[config.mk]
export PLATFORM = sky130hd
export DESIGN_NAME = number_literal_parser
export DESIGN_NICKNAME = d
export VERILOG_FILES = /design/src/hw/rtl/nlp_pkg.sv /design/src/hw/rtl/number_literal_parser.sv
export SDC_FILE = /design/constraint.sdc
export NUM_CORES = 1
export LEC_CHECK = 0
export ABC_AREA = 1
export BUFFER_PORTS_ARGS = -buffer_cell sky130_fd_sc_hd__buf_2
export CAP_MARGIN = 5
export CELL_PAD_IN_SITES_DETAIL_PLACEMENT = 0
export CELL_PAD_IN_SITES_GLOBAL_PLACEMENT = 1
export CORE_ASPECT_RATIO = 0.5
export CORE_UTILIZATION = 45
export DETAILED_ROUTE_END_ITERATION = 10
export GPL_ROUTABILITY_DRIVEN = 0
export PLACE_DENSITY_LB_ADDON = 0.1
export SYNTH_ARGS = -nofsm -noshare
export SYNTH_HDL_FRONTEND = slang
export SYNTH_SLANG_ARGS = --single-unit
[constraint.sdc]
create_clock -name clk -period 6.2 [get_ports clk]
set_clock_uncertainty 0.15 [all_clocks]
set_input_delay 1.24 -clock clk [delete_from_list [all_inputs] [get_ports clk]]
set_output_delay 1.24 -clock clk [all_outputs]
set_load 0.05 [all_outputs]
[src/hw/rtl/nlp_pkg.sv]
`default_nettype none

package nlp_pkg;

  localparam int VALUE_BITS = 16;

  // ASCII codes
  localparam logic [7:0] CH_0     = 8'h30;
  localparam logic [7:0] CH_1     = 8'h31;
  localparam logic [7:0] CH_9     = 8'h39;
  localparam logic [7:0] CH_UP_A  = 8'h41;
  localparam logic [7:0] CH_UP_B  = 8'h42;
  localparam logic [7:0] CH_UP_F  = 8'h46;
  localparam logic [7:0] CH_UP_H  = 8'h48;
  localparam logic [7:0] CH_UP_X  = 8'h58;
  localparam logic [7:0] CH_LO_A  = 8'h61;
  localparam logic [7:0] CH_LO_B  = 8'h62;
  localparam logic [7:0] CH_LO_F  = 8'h66;
  localparam logic [7:0] CH_LO_H  = 8'h68;
  localparam logic [7:0] CH_LO_X  = 8'h78;

  // prefix codes
  localparam logic [1:0] PFX_NONE = 2'd0;
  localparam logic [1:0] PFX_BIN  = 2'd1;
  localparam logic [1:0] PFX_HEX  = 2'd2;

  // radix codes on the result
  localparam logic [1:0] RADIX_BIN = 2'd0;
  localparam logic [1:0] RADIX_DEC = 2'd1;
  localparam logic [1:0] RADIX_HEX = 2'd2;

  // bit positions in the stop flags
  localparam int STOP_BIN = 0;
  localparam int STOP_DEC = 1;
  localparam int STOP_HEX = 2;

  typedef struct packed {
    logic [7:0] char_code;
    logic       last_char;
  } char_t;

  typedef struct packed {
    logic [VALUE_BITS-1:0] value;
    logic [1:0]            radix_used;
  } result_t;

  typedef struct packed {
    logic [2:0]            stop;
    logic [VALUE_BITS-1:0] bin;
    logic [VALUE_BITS-1:0] dec;
    logic [VALUE_BITS-1:0] hex;
  } acc_t;

  // Push one character into all three accumulators; a radix freezes at its
  // first character that is not one of its digits.
  function automatic acc_t feed(acc_t a, logic [7:0] c);
    acc_t       r;
    logic [3:0] h;
    logic       hv;
    r  = a;
    h  = c[3:0];
    hv = 1'b1;
    if (c inside {[CH_0:CH_9]}) begin
      h = c[3:0];
    end else if ((c inside {[CH_UP_A:CH_UP_F]}) || (c inside {[CH_LO_A:CH_LO_F]})) begin
      h = c[3:0] + 4'd9;
    end else begin
      hv = 1'b0;
    end
    if (!a.stop[STOP_BIN]) begin
      if (c == CH_0 || c == CH_1) begin
        r.bin = {a.bin[VALUE_BITS-2:0], c[0]};
      end else begin
        r.stop[STOP_BIN] = 1'b1;
      end
    end
    if (!a.stop[STOP_DEC]) begin
      if (c inside {[CH_0:CH_9]}) begin
        r.dec = (a.dec << 3) + (a.dec << 1) + {{(VALUE_BITS-4){1'b0}}, c[3:0]};
      end else begin
        r.stop[STOP_DEC] = 1'b1;
      end
    end
    if (!a.stop[STOP_HEX]) begin
      if (hv) begin
        r.hex = {a.hex[VALUE_BITS-5:0], h};
      end else begin
        r.stop[STOP_HEX] = 1'b1;
      end
    end
    return r;
  endfunction

endpackage

`default_nettype wire

[src/hw/rtl/number_literal_parser.sv]
// Numeric literal parser.
// Input channel char_valid / char_stall / char_item carries one ASCII
// character per item; last_char marks the end of a literal. The radix comes
// from a 0x/0b prefix or an h/b suffix (dropped), else decimal.
// Output channel result_valid / result_stall / result_item carries one item
// per literal: value (wrapping 16 bits) and radix_used (0 bin, 1 dec, 2 hex).
// Throughput: one character per cycle while not stalled. The per-character
// update (shift, multiply by ten, add) sits between the state registers and the
// result register, so a result appears in the cycle after its last character.
// The result register is the only buffer: while it holds an item and the
// receiver stalls, char_stall is high and the parser holds its state.
// Once the receiver takes the item, a new character is accepted in that
// same cycle.
// Reset (rst, synchronous) clears the parse state and empties the result
// register. Parse state also returns to reset after every literal.
`default_nettype none

module number_literal_parser (
  input  wire                 clk,
  input  wire                 rst,
  input  wire                 char_valid,
  output logic                char_stall,
  input  wire nlp_pkg::char_t char_item,
  output logic                result_valid,
  input  wire                 result_stall,
  output nlp_pkg::result_t    result_item
);

  logic [1:0]      position;
  logic [7:0]      held_char;
  logic [1:0]      prefix_mode;
  nlp_pkg::acc_t   acc;

  logic            accept;
  logic [7:0]      c;
  logic            pfx;
  logic            det_hex;
  logic            det_bin;
  logic            do_feed;
  nlp_pkg::acc_t   acc_a;
  nlp_pkg::acc_t   acc_b;
  logic [1:0]      prefix_a;
  logic [7:0]      held_a;
  nlp_pkg::result_t result_next;

  assign char_stall = result_valid && result_stall;
  assign accept     = char_valid && !char_stall;
  assign c          = char_item.char_code;

  always_comb begin
    pfx     = (prefix_mode == nlp_pkg::PFX_BIN) || (prefix_mode == nlp_pkg::PFX_HEX);
    det_hex = !pfx && position == 2'd1 && held_char == nlp_pkg::CH_0 &&
              (c == nlp_pkg::CH_UP_X || c == nlp_pkg::CH_LO_X);
    det_bin = !pfx && position == 2'd1 && held_char == nlp_pkg::CH_0 &&
              (c == nlp_pkg::CH_UP_B || c == nlp_pkg::CH_LO_B);
    // in prefix mode use the fresh char, else the one held back
    do_feed = pfx || (!det_hex && !det_bin && position != 2'd0);
    acc_a   = do_feed ? nlp_pkg::feed(acc, pfx ? c : held_char) : acc;
    prefix_a = det_hex ? nlp_pkg::PFX_HEX : (det_bin ? nlp_pkg::PFX_BIN : prefix_mode);
    held_a   = (!pfx && !det_hex && !det_bin) ? c : held_char;
    // decimal ending: the final char is a digit too
    acc_b   = nlp_pkg::feed(acc_a, c);

    if (prefix_a == nlp_pkg::PFX_HEX) begin
      result_next.value      = acc_a.hex;
      result_next.radix_used = nlp_pkg::RADIX_HEX;
    end else if (prefix_a == nlp_pkg::PFX_BIN) begin
      result_next.value      = acc_a.bin;
      result_next.radix_used = nlp_pkg::RADIX_BIN;
    end else if (c == nlp_pkg::CH_UP_H || c == nlp_pkg::CH_LO_H) begin
      result_next.value      = acc_a.hex;
      result_next.radix_used = nlp_pkg::RADIX_HEX;
    end else if (c == nlp_pkg::CH_UP_B || c == nlp_pkg::CH_LO_B) begin
      result_next.value      = acc_a.bin;
      result_next.radix_used = nlp_pkg::RADIX_BIN;
    end else begin
      result_next.value      = acc_b.dec;
      result_next.radix_used = nlp_pkg::RADIX_DEC;
    end
  end

  always_ff @(posedge clk) begin
    if (rst) begin
      position     <= 2'd0;
      held_char    <= 8'd0;
      prefix_mode  <= nlp_pkg::PFX_NONE;
      acc          <= '0;
      result_valid <= 1'b0;
    end else begin
      if (accept) begin
        if (char_item.last_char) begin
          position    <= 2'd0;
          held_char   <= 8'd0;
          prefix_mode <= nlp_pkg::PFX_NONE;
          acc         <= '0;
        end else begin
          position    <= (position < 2'd2) ? position + 2'd1 : position;
          held_char   <= held_a;
          prefix_mode <= prefix_a;
          acc         <= acc_a;
        end
      end
      if (accept && char_item.last_char) begin
        result_valid <= 1'b1;
      end else if (!result_stall) begin
        result_valid <= 1'b0;
      end
    end
  end

  // load the result only when the register is free or draining
  always_ff @(posedge clk) begin
    if (accept && char_item.last_char) begin
      result_item <= result_next;
    end
  end

  a_stall_only_when_full: assert property (@(posedge clk) disable iff (rst)
    char_stall |-> result_valid)
    else $error("input stalled with empty result register");

  a_last_gives_result: assert property (@(posedge clk) disable iff (rst)
    (accept && char_item.last_char) |=> result_valid)
    else $error("last char did not produce a result");

  a_no_extra_result: assert property (@(posedge clk) disable iff (rst)
    (!(accept && char_item.last_char) && !(result_valid && result_stall)) |=> !result_valid)
    else $error("result appeared without a last char");

  a_state_cleared: assert property (@(posedge clk) disable iff (rst)
    (accept && char_item.last_char) |=>
      (position == 2'd0 && prefix_mode == nlp_pkg::PFX_NONE && acc.stop == 3'd0))
    else $error("parse state not cleared after literal");

  a_position_bound: assert property (@(posedge clk) disable iff (rst)
    position != 2'd3)
    else $error("position passed saturation");

endmodule

`default_nettype wire

# Word-level counts from Yosys, hierarchy flattened
# Cells that the tools add are included.
[word_totals] regBits=82 in_bits=13 output_inout_bits=20 elab_cells=109
[op_classes] add_sub_neg=6 order_cmp=9 n_eq_ne=15 n_mux=33 reduce_logical=34
[ops] operator="two-way mux 16 bit" n=7
[ops] operator="two-way mux 51 bit" n=2
[ops] operator="two-way mux 18 bit" n=4
[ops] operator="== test 8 x 7 -> 1 bit, second input constant" n=6
[ops] operator="adder 16 bit" n=2
[ops] operator="adder 16 x 4 -> 16 bit" n=2
[ops] operator="== test 8 x 6 -> 1 bit, second input constant" n=3
[ops] operator="two-way mux 8 bit" n=3
[ops] operator="two-way mux 17 bit" n=1
[ops] operator=">= comparator 8 x 6 -> 1 bit, second input constant" n=2
[ops] operator=">= comparator 8 x 7 -> 1 bit, second input constant" n=2
[ops] operator="less-or-equal comparator 8 x 6 -> 1 bit, second input constant" n=2
[ops] operator="less-or-equal comparator 8 x 7 -> 1 bit, second input constant" n=2
[ops] operator="logical AND 1 bit" n=15
[ops] operator="two-way mux 2 bit" n=5
[ops] operator="two-way mux 1 bit" n=9
[ops] operator="two-way mux 4 bit" n=2
[ops] operator="nonzero test 2 bit" n=4
[ops] operator="logical OR 1 bit" n=7
[ops] operator="== test 2 x 1 -> 1 bit, second input constant" n=3
[ops] operator="AND reduction 2 bit" n=3
[ops] operator="adder 4 bit, second input constant" n=1
[ops] operator="== test 2 bit, second input constant" n=2
[ops] operator="logical NOT 1 bit" n=4
[ops] operator="other kinds (4)" n=4

# Longest topological paths before layout
[logic_depth] word_depth=19 mapped_depth=35 ltp_nobuf=35

# Worst setup path after synthesis
# Ideal clock, no wire load.
[synth_timing] path_type="input to register" start="input port char_item[3] (netlist bit)" end="register result_item[14] (netlist bit) (data pin)" setup_ns=0.253 arrival_ns=4.761 required_time_ns=5.797 path_slack_ns=1.036 stages=23 n_path_buf=0 cell_sequence="nand3_1 -> and2_1 -> inv_1 -> ha_1 -> ha_1 -> fa_1 -> nand3_1 -> nand3_1 -> a21oi_1 -> xor2_1 -> o21ai_1 -> ha_1 -> ha_1 -> a21oi_1 -> o21ai_0 -> a21o_1 -> a31oi_1 -> xor2_1 -> nand2_1 -> o211ai_1 -> nand2_1 -> nand2_1 -> nand2_1"
[synth_rtl] item="start: declaration" line="number_literal_parser.sv:23" source="input wire nlp_pkg::char_t char_item,"
[synth_rtl] item="end signal: assignment" line="number_literal_parser.sv:114" source="result_item <= result_next;"
[synth_rtl] item="end: declaration" line="number_literal_parser.sv:26" source="output nlp_pkg::result_t result_item"

==> key figures <==
Run status
  • Status: finished, final reports clean

STA
  • Peak Freq: 175.7 MHz
  • RSZ-0062 raised after global routing: no
  • Setup-failing EPs final: 0
  • Min Tclk post-route: 5.692 ns
  • Period utilization: 91.81%
  • Hold WS: 0.3164 ns
  • Final worst slack: 0.5080 ns
  • Fin Setup TNS: 0 ns
  • Worst Tran Pin Value: 1.106 ns
  • Count of pins over their slew limit: 0
  • Hold Vio Cnt, Final: 0
  • Slew Limit Headroom: 26.11%

Floorplanning
  • Die W: 172.7 µm
  • Initial Util: 47.23%
  • I/O Pins: 33
  • Die height: 87.37 µm
  • Rows: 30
  • Core area: 13890 µm²
  • Die area: 15090 µm²

Routing
  • Vias: 6371
  • Final wirelength: 18920 µm
  • Drc violations: 0
  • 1st-pass router iterations: 7
  • Post-DRT Antenna Nets: 0
  • DR vias/cell: 5.413
  • WL per Instance: 16.07 µm
  • Initial drt markers: 540

Yosys
  • Mapped Cells: 962
  • Synth Area in Simple Gates: 29.86%
  • Compound-cell area share of the yosys netlist: 17.13%
  • Yosys warns: 0
  • EDFF count, synth: 18
  • Async SR Flop Fraction: 0%
  • Synthesized Nets: 1039
  • Yosys reg bits: 82
  • Post-synth top flop: dfxtp_1
  • Largest family of logic cells by synthesized area: simple AND/OR/NAND/NOR gates
  • Mapped Area: 6559 µm²
  • Register area share after synthesis: 27.78%
  • Post-synthesis mux area share: 0.5723%
  • Avg Cell Area, Syn: 6.818 µm²
  • Netlist cell types: 50
  • XOR/XNOR Fraction of Synth Area: 2.938%
  • Adder-cell share of the synthesized area: 12.55%

CTS
  • Num CTS Buffers: 9
  • Clock Root Buffer: clkbuf_16
  • Clock Latency Late Sink: 0.35 ns
  • CTS Hold Bufs: 0
  • Clock slew at reported path FFs: 0.07 ns
  • Clock Sinks: 82
  • H-tree levels: 3
  • Bufs on Longest Clock Path: 2
  • Post-CTS setup buffer count: 0
  • CTS tree: done
  • Post-CTS sizing: 0

Critical path
  • R2R Path Start: prefix_mode[0]$_SDFFE_PP0P_
  • Worst reg-to-reg setup slack: 0.78 ns
  • Worst path required time: 6.14 ns
  • Critical path class: input pin to register
  • Worst r2r dst: result_item[17]$_DFFE_PP_
  • Crit path launch: char_item[3]
  • Crit path max fanout: 5
  • Worst r2r path cells: 29
  • Worst setup SP type: input pin
  • Critical Path End Type: register
  • CP arrival: 5.63 ns
  • Critical Path End: result_item[17]$_DFFE_PP_

Flow run
  • Max-cap violations: 0

Layout
  • P&R area growth vs syn: 9.538%
  • Post-route insts no fill: 1177
  • # diodes: 0
  • Fin area: 7184 µm²
  • Fin util: 51.73%
  • Layout cells sized above 1: 9.442%
  • Final #Nets: 1057

Global route
  • Global route overflow: 0
  • Number of global-route vias before repair: 5869
  • Total GRT Usage: 26.03%
  • Global-route wire length before repair: 30840 µm
  • Initial antenna violation count: 0
  • Largest net degree at the start of global routing: 61

Pwr
  • Sw Ratio: 27.66%
  • Clock power frac: 46.7%
  • VDD IR max: 0.1589 mV
  • Seq pwr share: 43.7%
  • Total power density per cell area: 177.8 nW/µm²
  • Internal Pwr Total: 923.9 µW
  • P_leak: 3.481 nW
  • Total power: 1.277 mW
  • Comb power frac: 9.5%
  • Switching power: 353.3 µW

Worst hold path
  • Worst hold path cell count: 2
  • HP Class: register to register

Placement
  • Port Buf Inserts: 32
  • DP Area: 6865 µm²
  • HPWL Detailed: 13970 µm
  • Post-Place Cells: 1161
  • Post-Place Setup Slack: 0.1336 ns
## routing by layer
| metal | global-route usage (%) | part of all wire, % | vias up | routed length (µm) |
|---|---|---|---|---|
| met3 | 4.232 | 5.9 | 21 | 1123 |
| met2 | 39.26 | 40 | 189 | 7491 |
| met5 | 0 | 0 | - | 0 |
| met4 | 6.195 | 1.2 | 0 | 235 |
| met1 | 38.44 | 53 | 2926 | 10070 |
| li1 | - | - | 3235 | - |
## cells in the mapped netlist, types with 2 or more instances
cell type	instances	area (µm²)
nand2_1	273	1025
inv_1	112	420.4
a21oi_1	91	455.4
nand3_1	91	455.4
dfxtp_1	64	1281
ha_1	61	763.2
nor2_1	41	153.9
o211ai_1	30	225.2
o21ai_0	30	150.1
clkbuf_1	20	75.07
edfxtp_1	18	540.5
xor2_1	18	157.7
o21ai_1	16	80.08
nand2_2	11	68.82
buf_2	7	35.03
a31oi_1	5	31.28
nand4_1	5	31.28
nor3_1	5	25.02
buf_6	4	45.04
nand2_4	4	45.04
nor2_2	4	25.02
nor4_1	4	25.02
o21a_1	4	30.03
o21bai_1	4	30.03
xnor2_1	4	35.03
a21o_1	3	22.52
fa_1	3	60.06
inv_2	3	11.26
or2_1	3	18.77
and2_1	2	12.51
mux2_2	2	22.52
o21ai_2	2	17.52
## final cells by class
type	instances	area, µm²
Fill cell	1430	6704
Sequential cell	82	1822
Clock inverter	5	65.06
Timing Repair Buffer	40	220.2
Multi-Input combinational cell	731	4148
Clock buffer	11	254.0
Tap cell	192	240.2
Inverter	116	435.4
## power groups by stage
| stage | registers (mW) | clock network [mW] | logic [mW] |
|---|---|---|---|
| after floorplan | 0.585 | 0 | 0.0680 |
| after global placement | 0.571 | 0 | 0.120 |
| after detailed placement | 0.571 | 0 | 0.120 |
| after CTS | 0.559 | 0.603 | 0.120 |
| after global routing | 0.560 | 0.622 | 0.133 |
| final | 0.559 | 0.597 | 0.122 |
## state kept, by name, summed over array words and instances, names as in the netlist
register and cells:
acc 51, result_item 18, result_valid 1, held_char 8, position 2, prefix_mode 2
## cells in the final DEF, fill, tap and decap left out, types with 5 or more instances in the layout
master,instances
nand2_1,272
inv_1,112
nand3_1,91
a21oi_1,91
dfxtp_1,64
ha_1,61
nor2_1,39
buf_2,32
o21ai_0,30
o211ai_1,30
xor2_1,18
edfxtp_1,18
o21ai_1,16
nand2_2,12
clkbuf_16,10
buf_4,8
nor2_2,5
nand4_1,5
nor3_1,5
a31oi_1,5
## worst min path at each step
stage,startpoint,to,slack (ns)
after floorplan,acc[10]$_SDFFE_PP0P_,acc[10]$_SDFFE_PP0P_,0.30
after global placement,acc[15]$_SDFFE_PP0P_,acc[15]$_SDFFE_PP0P_,0.30
after detailed placement,acc[15]$_SDFFE_PP0P_,acc[15]$_SDFFE_PP0P_,0.31
after CTS,acc[15]$_SDFFE_PP0P_,acc[15]$_SDFFE_PP0P_,0.32
after global routing,acc[44]$_SDFFE_PP0P_,acc[44]$_SDFFE_PP0P_,0.33
final,acc[5]$_SDFFE_PP0P_,acc[5]$_SDFFE_PP0P_,0.32
## critical path, cell delays in order
cell and delay [ns]:
buf_2 0.15, nand3_1 0.12, and2_1 0.22, inv_1 0.15, ha_1 0.26, ha_1 0.23, fa_1 0.43, nand3_1 0.09
nand3_1 0.16, a21oi_1 0.20, xor2_1 0.18, o21a_1 0.16, inv_1 0.08, ha_1 0.30, ha_1 0.34, nand2_1 0.11
inv_1 0.05, a221oi_1 0.29, nand2_1 0.10, a31oi_1 0.18, nand3_1 0.10, nand3_1 0.13, nand2_1 0.09, nand2_1 0.07
nand2_1 0.05, nand2_1 0.06, nand2_1 0.11
## logic make-up after synthesis
kind of cell             after synthesis
AO/OA/AOI/OAI                        193
AND/OR/NAND/NOR                      449
adder cells (fa/ha/maj)               64
multiplexers                           3
flip-flops                            82
buffers and inverters                149
XOR/XNOR                              22
(Power assumes the default switching activity.)
